===== src/rtl/core/hsvpc_pkg.sv =====
package hsvpc_pkg;

	// Hue position: 3-bit sector over an 8-bit fraction, 0..1024
	localparam int HPOS_W = 11;
	localparam int FRAC_W = 8;
	localparam int SECT_W = HPOS_W - FRAC_W;
	localparam logic [HPOS_W-1:0] HPOS_FULL = HPOS_W'(1024);

	// Config bus
	localparam int ADDR_W = 4;
	localparam int DATA_W = 32;

	typedef enum logic [1:0] {
		REG_MIN_VALUE  = 2'd0,
		REG_MAX_VALUE  = 2'd1,
		REG_SATURATION = 2'd2,
		REG_INTENSITY  = 2'd3
	} reg_idx_t;

	// 60-degree hue sectors, red at zero
	typedef enum logic [SECT_W-1:0] {
		SECT_RED_YEL = 3'd0,
		SECT_YEL_GRN = 3'd1,
		SECT_GRN_CYN = 3'd2,
		SECT_CYN_BLU = 3'd3,
		SECT_BLU_MAG = 3'd4
	} sector_t;

	// Hue word handed from the divider to the color stage
	typedef struct packed {
		logic              vld;
		logic [HPOS_W-1:0] hpos;
	} hue_t;

endpackage


===== src/rtl/core/hsvpc_hue.sv =====
// Clamp, then hue position = floor(1024 * (max - s) / (max - min)).
// One stage for the clamp, one restoring-division step per stage after it.
module hsvpc_hue #(
	parameter int SAMPLE_WIDTH = 16
) (
	input  logic                           clk,
	input  logic                           arst_n,
	input  logic                           en,
	input  logic                           in_vld,
	input  logic signed [SAMPLE_WIDTH-1:0] sample,
	input  logic signed [SAMPLE_WIDTH-1:0] min_value,
	input  logic signed [SAMPLE_WIDTH-1:0] max_value,
	output hsvpc_pkg::hue_t                hue
);

	localparam int SW    = SAMPLE_WIDTH;
	localparam int STEPS = hsvpc_pkg::HPOS_W;

	logic signed [SW-1:0] clamped;
	logic signed [SW:0]   span_w;
	logic signed [SW:0]   num_w;
	logic                 empty_w;

	// Stage arrays, index 0 is the clamp stage
	logic [SW-1:0]                  rem_sd   [0:STEPS];
	logic [SW-1:0]                  span_sd  [0:STEPS];
	logic [hsvpc_pkg::HPOS_W-1:0]   quot_sd  [0:STEPS];
	logic                           empty_sd [0:STEPS];
	logic                           vld_sd   [0:STEPS];

	logic [SW:0]                    trial    [STEPS];
	logic [SW:0]                    diff     [STEPS];
	logic                           take     [STEPS];
	logic [SW-1:0]                  rem_nx   [STEPS];
	logic [hsvpc_pkg::HPOS_W-1:0]   quot_nx  [STEPS];

	// Clamp and distance from the top of the range
	always_comb begin
		if (sample < min_value) begin
			clamped = min_value;
		end else if (sample > max_value) begin
			clamped = max_value;
		end else begin
			clamped = sample;
		end
		span_w  = (SW+1)'(max_value) - (SW+1)'(min_value);
		num_w   = (SW+1)'(max_value) - (SW+1)'(clamped);
		empty_w = (max_value <= min_value);
	end

	// Division steps: the first yields the integer bit, the rest the fraction
	always_comb begin
		for (int k = 0; k < STEPS; k++) begin
			trial[k]   = (k == 0) ? {1'b0, rem_sd[k]} : {rem_sd[k], 1'b0};
			diff[k]    = trial[k] - {1'b0, span_sd[k]};
			take[k]    = (trial[k] >= {1'b0, span_sd[k]});
			rem_nx[k]  = take[k] ? diff[k][SW-1:0] : trial[k][SW-1:0];
			quot_nx[k] = {quot_sd[k][hsvpc_pkg::HPOS_W-2:0], take[k]};
		end
	end

	// Valid bits
	always_ff @(posedge clk or negedge arst_n) begin
		if (!arst_n) begin
			for (int k = 0; k <= STEPS; k++) begin
				vld_sd[k] <= 1'b0;
			end
		end else if (en) begin
			vld_sd[0] <= in_vld;
			for (int k = 0; k < STEPS; k++) begin
				vld_sd[k+1] <= vld_sd[k];
			end
		end
	end

	// Payload
	always_ff @(posedge clk) begin
		if (en) begin
			rem_sd[0]   <= num_w[SW-1:0];
			span_sd[0]  <= span_w[SW-1:0];
			quot_sd[0]  <= '0;
			empty_sd[0] <= empty_w;
			for (int k = 0; k < STEPS; k++) begin
				rem_sd[k+1]   <= rem_nx[k];
				span_sd[k+1]  <= span_sd[k];
				quot_sd[k+1]  <= quot_nx[k];
				empty_sd[k+1] <= empty_sd[k];
			end
		end
	end

	// Empty or inverted span pins the hue to blue
	assign hue.vld  = vld_sd[STEPS];
	assign hue.hpos = empty_sd[STEPS] ? hsvpc_pkg::HPOS_FULL : quot_sd[STEPS];

endmodule


===== src/rtl/core/hsvpc_rgb.sv =====
// HSV to RGB: p, q, t products, a reciprocal step for the rounded division
// by 255*256, then the sector picks the channel order.
module hsvpc_rgb #(
	parameter int COLOR_WIDTH = 8
) (
	input  logic                   clk,
	input  logic                   arst_n,
	input  logic                   en,
	input  hsvpc_pkg::hue_t        hue,
	input  logic [COLOR_WIDTH-1:0] saturation,
	input  logic [COLOR_WIDTH-1:0] intensity,
	output logic                   out_vld,
	output logic [COLOR_WIDTH-1:0] red,
	output logic [COLOR_WIDTH-1:0] green,
	output logic [COLOR_WIDTH-1:0] blue
);

	localparam int CW     = COLOR_WIDTH;
	localparam int FW     = hsvpc_pkg::FRAC_W;
	localparam int FACT_W = CW + FW;
	localparam int PROD_W = 2 * CW + FW;
	localparam int Y_W    = 2 * CW;
	localparam logic [CW-1:0]     CMAX = '1;
	localparam logic [FACT_W-1:0] BASE = {CMAX, {FW{1'b0}}};
	localparam logic [PROD_W-1:0] DEN  = PROD_W'(BASE);
	localparam logic [PROD_W-1:0] HALF = DEN >> 1;

	logic [FW-1:0]                frac;
	logic [FW:0]                  gfrac;
	logic [FACT_W-1:0]            sf_nx;
	logic [FACT_W-1:0]            sg_nx;

	logic                         vld_s1;
	logic [FACT_W-1:0]            sf_s1;
	logic [FACT_W-1:0]            sg_s1;
	logic [hsvpc_pkg::SECT_W-1:0] sect_s1;

	logic [FACT_W-1:0]            fact [3];

	// Lanes are p, q, t
	logic                         vld_s2;
	logic [PROD_W-1:0]            num_s2 [3];
	logic [hsvpc_pkg::SECT_W-1:0] sect_s2;

	logic [Y_W:0]                 recip [3];

	logic                         vld_s3;
	logic [CW-1:0]                quo_s3 [3];
	logic [hsvpc_pkg::SECT_W-1:0] sect_s3;

	logic [CW-1:0]                p_val;
	logic [CW-1:0]                q_val;
	logic [CW-1:0]                t_val;

	// Saturation times fraction and times its complement
	always_comb begin
		frac  = hue.hpos[FW-1:0];
		gfrac = (FW+1)'(1 << FW) - (FW+1)'(frac);
		sf_nx = FACT_W'(saturation) * FACT_W'(frac);
		sg_nx = FACT_W'(saturation) * FACT_W'(gfrac);
	end

	// Channel factors
	always_comb begin
		fact[0] = {CMAX - saturation, {FW{1'b0}}};
		fact[1] = BASE - sf_s1;
		fact[2] = BASE - sg_s1;
	end

	// Divide by CMAX*256: drop the low byte, then y / CMAX as
	// (y + (y >> CW) + 1) >> CW, exact while the quotient stays within CW bits
	always_comb begin
		for (int l = 0; l < 3; l++) begin
			recip[l] = (Y_W+1)'(num_s2[l][PROD_W-1:FW])
				+ (Y_W+1)'(num_s2[l][PROD_W-1:FW+CW]) + (Y_W+1)'(1);
		end
	end

	// Valid bits
	always_ff @(posedge clk or negedge arst_n) begin
		if (!arst_n) begin
			vld_s1 <= 1'b0;
			vld_s2 <= 1'b0;
			vld_s3 <= 1'b0;
		end else if (en) begin
			vld_s1 <= hue.vld;
			vld_s2 <= vld_s1;
			vld_s3 <= vld_s2;
		end
	end

	// Payload
	always_ff @(posedge clk) begin
		if (en) begin
			sf_s1   <= sf_nx;
			sg_s1   <= sg_nx;
			sect_s1 <= hue.hpos[hsvpc_pkg::HPOS_W-1:FW];
			sect_s2 <= sect_s1;
			sect_s3 <= sect_s2;
			for (int l = 0; l < 3; l++) begin
				num_s2[l] <= PROD_W'(intensity) * PROD_W'(fact[l]) + HALF;
				quo_s3[l] <= recip[l][Y_W-1:CW];
			end
		end
	end

	assign p_val   = quo_s3[0];
	assign q_val   = quo_s3[1];
	assign t_val   = quo_s3[2];
	assign out_vld = vld_s3;

	// Sector rules
	always_comb begin
		case (hsvpc_pkg::sector_t'(sect_s3))
			hsvpc_pkg::SECT_RED_YEL: begin
				red = intensity; green = t_val;     blue = p_val;
			end
			hsvpc_pkg::SECT_YEL_GRN: begin
				red = q_val;     green = intensity; blue = p_val;
			end
			hsvpc_pkg::SECT_GRN_CYN: begin
				red = p_val;     green = intensity; blue = t_val;
			end
			hsvpc_pkg::SECT_CYN_BLU: begin
				red = p_val;     green = q_val;     blue = intensity;
			end
			hsvpc_pkg::SECT_BLU_MAG: begin
				red = t_val;     green = p_val;     blue = intensity;
			end
			default: begin
				red = intensity; green = p_val;     blue = q_val;
			end
		endcase
	end

endmodule


===== src/rtl/core/value_to_hsv_pseudocolor.sv =====
// Heat-scale pseudocolor: each signed Q7.8 sample is clamped to
// [min_value, max_value], mapped to a hue from blue (min) to red (max) and
// turned into RGB with the programmed saturation and intensity. One word is
// accepted every clock while s_tready is high, and one word leaves for each;
// a result passes the clamp stage, eleven hue-division stages, two multiplier
// stages, one rounding stage and the output register. A two-entry output
// buffer absorbs back-pressure, so s_tready drops only when both entries are
// full. Program the registers only while the stream is idle.
module value_to_hsv_pseudocolor #(
	parameter int SAMPLE_WIDTH = 16,
	parameter int COLOR_WIDTH  = 8
) (
	input  logic                                     clk,
	input  logic                                     arst_n,
	// Input stream
	input  logic                                     s_tvalid,
	output logic                                     s_tready,
	input  logic [((SAMPLE_WIDTH+7)/8)*8-1:0]        s_tdata,  // sample_value
	// Output stream
	output logic                                     m_tvalid,
	input  logic                                     m_tready,
	output logic [((3*COLOR_WIDTH+7)/8)*8-1:0]       m_tdata,  // red, green, blue
	// Register port
	input  logic                                     psel,
	input  logic                                     penable,
	input  logic                                     pwrite,
	input  logic [hsvpc_pkg::ADDR_W-1:0]             paddr,
	input  logic [hsvpc_pkg::DATA_W-1:0]             pwdata,
	output logic [hsvpc_pkg::DATA_W-1:0]             prdata,
	output logic                                     pready
);

	localparam int SW    = SAMPLE_WIDTH;
	localparam int CW    = COLOR_WIDTH;
	localparam int OUT_W = ((3 * CW + 7) / 8) * 8;

	logic signed [SW-1:0] min_q;
	logic signed [SW-1:0] max_q;
	logic [CW-1:0]        sat_q;
	logic [CW-1:0]        int_q;

	logic                 wr_en;
	hsvpc_pkg::reg_idx_t  reg_idx;

	logic                 en;
	hsvpc_pkg::hue_t      hue;
	logic                 res_vld;
	logic [CW-1:0]        res_red;
	logic [CW-1:0]        res_green;
	logic [CW-1:0]        res_blue;
	logic [3*CW-1:0]      res_word;

	logic                 out_v_q;
	logic [3*CW-1:0]      out_q;
	logic                 skid_v_q;
	logic [3*CW-1:0]      skid_q;
	logic                 pop;
	logic                 push;

	// Register port
	assign pready  = 1'b1;
	assign wr_en   = psel && penable && pwrite;
	assign reg_idx = hsvpc_pkg::reg_idx_t'(paddr[hsvpc_pkg::ADDR_W-1:2]);

	always_ff @(posedge clk or negedge arst_n) begin
		if (!arst_n) begin
			min_q <= SW'(0);
			max_q <= SW'(256);
			sat_q <= '1;
			int_q <= '1;
		end else if (wr_en) begin
			unique case (reg_idx)
				hsvpc_pkg::REG_MIN_VALUE:  min_q <= pwdata[SW-1:0];
				hsvpc_pkg::REG_MAX_VALUE:  max_q <= pwdata[SW-1:0];
				hsvpc_pkg::REG_SATURATION: sat_q <= pwdata[CW-1:0];
				hsvpc_pkg::REG_INTENSITY:  int_q <= pwdata[CW-1:0];
			endcase
		end
	end

	always_comb begin
		unique case (reg_idx)
			hsvpc_pkg::REG_MIN_VALUE:  prdata = hsvpc_pkg::DATA_W'(min_q);
			hsvpc_pkg::REG_MAX_VALUE:  prdata = hsvpc_pkg::DATA_W'(max_q);
			hsvpc_pkg::REG_SATURATION: prdata = hsvpc_pkg::DATA_W'(sat_q);
			hsvpc_pkg::REG_INTENSITY:  prdata = hsvpc_pkg::DATA_W'(int_q);
		endcase
	end

	// Whole pipeline moves while the skid entry is free
	assign en       = !skid_v_q;
	assign s_tready = en;

	hsvpc_hue #(
		.SAMPLE_WIDTH(SW)
	) u_hue (
		.clk       (clk),
		.arst_n    (arst_n),
		.en        (en),
		.in_vld    (s_tvalid),
		.sample    (s_tdata[SW-1:0]),
		.min_value (min_q),
		.max_value (max_q),
		.hue       (hue)
	);

	hsvpc_rgb #(
		.COLOR_WIDTH(CW)
	) u_rgb (
		.clk        (clk),
		.arst_n     (arst_n),
		.en         (en),
		.hue        (hue),
		.saturation (sat_q),
		.intensity  (int_q),
		.out_vld    (res_vld),
		.red        (res_red),
		.green      (res_green),
		.blue       (res_blue)
	);

	// Output register with one skid entry
	assign res_word = {res_blue, res_green, res_red};
	assign pop      = out_v_q && m_tready;
	assign push     = res_vld && en;

	always_ff @(posedge clk or negedge arst_n) begin
		if (!arst_n) begin
			out_v_q  <= 1'b0;
			skid_v_q <= 1'b0;
		end else if (skid_v_q) begin
			if (pop) begin
				skid_v_q <= 1'b0;
			end
		end else if (push) begin
			if (out_v_q && !pop) begin
				skid_v_q <= 1'b1;
			end else begin
				out_v_q <= 1'b1;
			end
		end else if (pop) begin
			out_v_q <= 1'b0;
		end
	end

	always_ff @(posedge clk) begin
		if (skid_v_q) begin
			if (pop) begin
				out_q <= skid_q;
			end
		end else if (push) begin
			if (out_v_q && !pop) begin
				skid_q <= res_word;
			end else begin
				out_q <= res_word;
			end
		end
	end

	assign m_tvalid = out_v_q;
	assign m_tdata  = OUT_W'(out_q);

endmodule


===== config.mk =====
export PLATFORM = sky130hd
export DESIGN_NAME = value_to_hsv_pseudocolor
export DESIGN_NICKNAME = d
export VERILOG_FILES = /design/src/rtl/core/hsvpc_pkg.sv /design/src/rtl/core/hsvpc_hue.sv /design/src/rtl/core/hsvpc_rgb.sv /design/src/rtl/core/value_to_hsv_pseudocolor.sv
export SDC_FILE = /design/constraint.sdc
export NUM_CORES = 2
export LEC_CHECK = 0
export ABC_AREA = 1
export BUFFER_PORTS_ARGS = -buffer_cell sky130_fd_sc_hd__buf_2
export CAP_MARGIN = 15
export CORE_MARGIN = 2
export CORE_UTILIZATION = 26
export DETAILED_ROUTE_END_ITERATION = 7
export GPL_ROUTABILITY_DRIVEN = 0
export GPL_TIMING_DRIVEN = 0
export PLACE_DENSITY_LB_ADDON = 0.12
export SYNTH_ARGS = -nofsm -noshare
export SYNTH_HDL_FRONTEND = slang
export SYNTH_SLANG_ARGS = --single-unit

===== constraint.sdc =====
create_clock -name clk -period 37.3 [get_ports clk]
set_input_delay 7.46 -clock clk [delete_from_list [all_inputs] [get_ports clk]]
set_output_delay 7.46 -clock clk [all_outputs]
set_load 0.005 [all_outputs]

==> flow_metrics.env <==
export IMPL_rsz_0062_raised_after_global_routing="no"
export IMPL_maxCapViolCount=0
export IMPL_ys_types=66
export IMPL_clock_transition_at_path_regs_ns=0.05
export IMPL_floorplan_die_area_sq_mm=0.195
export IMPL_filler_cell_count=20000
export IMPL_synth_seq_cells=655
export IMPL_fin_setup_tns_ns=0
export IMPL_io_pin_count=118
export IMPL_report_final_setup_viol=0
export IMPL_first_iter_violations=1889
export IMPL_slowest_stage_cell_cp="sky130_fd_sc_hd__nor2_1"
export IMPL_area_growth_syn_to_layout_pct=13.0
export IMPL_synth_compound_gate_area_share_pct=9.29
export IMPL_synth_seq_area_share_pct=38.8
export IMPL_routed_via_count=35000
export IMPL_cts_max_level=3
export IMPL_row_count=160
export IMPL_ys_flop_type="sky130_fd_sc_hd__edfxtp_1"
export IMPL_max_freq_ghz=0.0588
export IMPL_die_span_y_um=442
export IMPL_clock_sink_count=655
export IMPL_grt_util_all_layers_pct=13.8
export IMPL_drc_errors=0
export IMPL_synth_simple_gate_area_share_pct=15.4
export IMPL_synth_cells=5333
export IMPL_yosys_area_share_xor_xnor_pct=4.45
export IMPL_synthAdderAreaFrac_pct=23.6
export IMPL_synth_top_cells_by_count="1083 x sky130_fd_sc_hd__nand2_1, 920 x sky130_fd_sc_hd__inv_1, 590 x sky130_fd_sc_hd__edfxtp_1, 475 x sky130_fd_sc_hd__ha_1, 448 x sky130_fd_sc_hd__nor2_1"
export IMPL_routedWlPerCell_um=16.4
export IMPL_cts_tree="done"
export IMPL_final_nets=6353
export IMPL_ant_nets=0
export IMPL_synth_fp_nets=6158
export IMPL_critPathTopFamily="buffers and inverters"
export IMPL_synth_largest_type_area_fraction_pct=35.5
export IMPL_number_of_antenna_violations_at_the_first_check_in_global_routing=14
export IMPL_path_buf_inv=6
export IMPL_timing_hold_worst_path_depth=0
export IMPL_insertion_delay_ns=0.70
export IMPL_wirelength_um=133000
export IMPL_crit_path_start_kind="input pin"
export IMPL_clock_path_buffers=3
export IMPL_grt_max_degree=67
export IMPL_period_minus_slack_ns=16.99
export IMPL_vias_in_the_first_global_route=37000
export IMPL_ys_async_sr_fraction_pct=9.92
export IMPL_max_slew_margin_rel_pct=26.5
export IMPL_start_util_pct=26.2
export IMPL_critical_path_cell_chain="buf_2 -> inv_1 -> nor2_1 -> inv_1 -> o22ai_1 -> buf_4 -> buf_4 -> buf_2"
export IMPL_grt_first_pass_wirelength_um=212000
export IMPL_synth_top_family_by_area="adder cells"
export IMPL_post_synth_main_area_contributors="sky130_fd_sc_hd__edfxtp_1 36%, sky130_fd_sc_hd__ha_1 12%, sky130_fd_sc_hd__fa_1 12%"
export IMPL_cp_num_cells=8
export IMPL_cp_data_required_time_ns=29.84
export IMPL_timing_reg2reg_worst_path_depth=20
export IMPL_post_synth_instance_area_sq_mm=0.0499
export IMPL_post_cts_resized=0
export IMPL_cts_hold_buffers=0
export IMPL_timing_critical_path_fanout_max=15
export IMPL_cts_setup_buffers=0
export IMPL_hp_class="reg -> reg"
export IMPL_dp_final_hpwl_um=107000
export IMPL_fraction_of_layout_cells_with_a_size_suffix_above_1_pct=9.44
export IMPL_timing_max_transition_violations_final=0
export IMPL_grt_overflow_total=0
export IMPL_status="complete, no violations"
export IMPL_drt_vias_per_instance=4.32
export IMPL_worst_endpoint_arrival_ns=9.53
export IMPL_clock_root_buffer="sky130_fd_sc_hd__clkbuf_16"
export IMPL_design_core_area_sq_mm=0.190
export IMPL_port_buffers=98
export IMPL_critPathKind="in -> out"
export IMPL_tritoncts_num_buffers=82
export IMPL_die_x_um=442
export IMPL_critical_path_max_stage_delay_ns=0.53
export IMPL_hold_violations=0
export IMPL_yosys_warnings=0
export IMPL_synthMostInstantiatedCell="sky130_fd_sc_hd__nand2_1"
export IMPL_drt_pass1_iter_count=5
export IMPL_synth_edf_count=590
export IMPL_synth_mux_area_fraction_pct=0
export IMPL_period_share_pct=45.6
export IMPL_synthDominantAreaCellType="sky130_fd_sc_hd__edfxtp_1"
export IMPL_syn_mean_instance_area_sq_um=9.35
export IMPL_tightestPinTransition_ns=1.10
export IMPL_end_kind="output pin"
export IMPL_final_setup_skew_ns=0.0501
worst paths after layout:
| path | end | startpoint | slack (ns) |
|---|---|---|---|
| max | prdata[24] | paddr[2] | 20.31 |
| min | u_hue.quot_sd[6][2]$_DFFE_PN_ | u_hue.quot_sd[5][1]$_DFFE_PN_ | 0.40 |
| max reg2reg | u_rgb.num_s2[0][23]$_DFFE_PN_ | int_q[4]$_DFFE_PN1P_ | 30.37 |
| min reg2reg | u_hue.quot_sd[6][2]$_DFFE_PN_ | u_hue.quot_sd[5][1]$_DFFE_PN_ | 0.40 |
| max in group asynchronous | sat_q[4]$_DFFE_PN1P_ | arst_n | 30.06 |
| min in group asynchronous | u_hue.vld_sd[4]$_DFFE_PN0N_ | arst_n | 6.64 |
per-layer routing:
metal / up-vias / track usage (%) / part of all wire [%]
met2: 523 / 22.7 / 46
met5: - / 0 / 0.057
met1: 16600 / 18.8 / 48
met3: 147 / 2.09 / 4.4
li1: 17700 / - / -
met4: 12 / 3.63 / 2.1
layout make-up:
class                      count  area (sq um)  share of cell area (%)
timing repair buffer         111           803                    1.43
clock inverter                47           397                   0.704
sequential                   655         19400                    34.4
inverter                     944          3570                    6.33
tap                         2511          3140                    5.57
buffer                       113           656                    1.16
clock buffer                 103          2140                    3.80
multi-input combinational   3621         26300                    46.6
antenna                        2          5.00                 0.00888
registers in the layout, indices dropped and copies added (netlist names), 3 cells and up:
signal / count
u_rgb.sect_s1: 3
u_hue.empty_sd: 12
max_q: 16
u_rgb.sect_s3: 3
u_rgb.sg_s1: 15
u_rgb.num_s2: 48
skid_q: 24
int_q: 8
u_rgb.sect_s2: 3
u_rgb.quo_s3: 24
sat_q: 8
u_hue.span_sd: 176
min_q: 16
m_tdata: 24
u_hue.quot_sd: 66
u_hue.rem_sd: 176
u_hue.vld_sd: 11
u_rgb.sf_s1: 16
cells in the final DEF (no fill, tap or decap), types with 9 or more instances in the layout:
| cell | Yosys | layout |
|---|---|---|
| sky130_fd_sc_hd__nor2_2 | 17 | 18 |
| sky130_fd_sc_hd__buf_4 | 17 | 19 |
| sky130_fd_sc_hd__nand2_4 | 9 | 9 |
| sky130_fd_sc_hd__fa_1 | 291 | 291 |
| sky130_fd_sc_hd__nand4_1 | 33 | 33 |
| sky130_fd_sc_hd__o21ai_1 | 12 | 12 |
| sky130_fd_sc_hd__o21ai_0 | 200 | 200 |
| sky130_fd_sc_hd__or2_4 | 9 | 9 |
| sky130_fd_sc_hd__or2_2 | 13 | 13 |
| sky130_fd_sc_hd__a31oi_1 | 9 | 9 |
| sky130_fd_sc_hd__ha_1 | 475 | 475 |
| sky130_fd_sc_hd__o211ai_1 | 27 | 27 |
| sky130_fd_sc_hd__a22oi_1 | 11 | 11 |
| sky130_fd_sc_hd__nand3_1 | 136 | 136 |
| sky130_fd_sc_hd__clkinv_2 | 0 | 13 |
| sky130_fd_sc_hd__a21oi_1 | 265 | 265 |
| sky130_fd_sc_hd__inv_1 | 920 | 920 |
| sky130_fd_sc_hd__clkbuf_1 | 65 | 84 |
| sky130_fd_sc_hd__nand2_2 | 39 | 39 |
| sky130_fd_sc_hd__xnor2_1 | 100 | 100 |
| sky130_fd_sc_hd__nor3_1 | 36 | 36 |
| sky130_fd_sc_hd__clkbuf_16 | 0 | 82 |
| sky130_fd_sc_hd__a21o_1 | 29 | 29 |
| sky130_fd_sc_hd__buf_16 | 0 | 9 |
| sky130_fd_sc_hd__nor2_1 | 448 | 447 |
| sky130_fd_sc_hd__dfstp_2 | 17 | 17 |
| sky130_fd_sc_hd__o2111ai_1 | 10 | 10 |
| sky130_fd_sc_hd__o21ai_2 | 117 | 117 |
| sky130_fd_sc_hd__dfrtp_1 | 48 | 48 |
| sky130_fd_sc_hd__buf_2 | 6 | 103 |
| sky130_fd_sc_hd__xor2_1 | 142 | 142 |
| sky130_fd_sc_hd__a211oi_1 | 9 | 9 |
| sky130_fd_sc_hd__clkinv_1 | 12 | 31 |
| sky130_fd_sc_hd__o22ai_1 | 12 | 12 |
| sky130_fd_sc_hd__a21boi_0 | 17 | 17 |
| sky130_fd_sc_hd__edfxtp_1 | 590 | 590 |
| sky130_fd_sc_hd__nand2_1 | 1083 | 1083 |
| sky130_fd_sc_hd__buf_6 | 17 | 17 |
metrics by stage:
| step | hold slack [ns] | utilization, % | worst slack (ns) | instances | area, sq um |
|---|---|---|---|---|---|
| after CTS | 0.394 | 29.6 | 19.84 | 8104 | 56400 |
| after floorplan | 0.400 | - | 14.54 | 5333 | 49900 |
| after global routing | 0.404 | 29.6 | 20.13 | 8106 | 56400 |
| after global placement | 0.402 | 28.1 | 5.53 | 7942 | 53500 |
| after detailed placement | 0.405 | 28.3 | 19.87 | 7954 | 53800 |
| final | 0.403 | 29.6 | 20.31 | 8107 | 56400 |
cells by family (layout without fill, tap and decap cells):
family / Yosys count / after routing
other cells: 1 / 3
simple gates: 1854 / 1854
fa+ha+maj: 766 / 766
xor+xnor: 248 / 248
flops: 655 / 655
buf+inv: 1057 / 1318
compound gates: 752 / 752
Power is not shown: default switching activity piles up to over one toggle a cycle in this logic, so the estimate is an artifact.
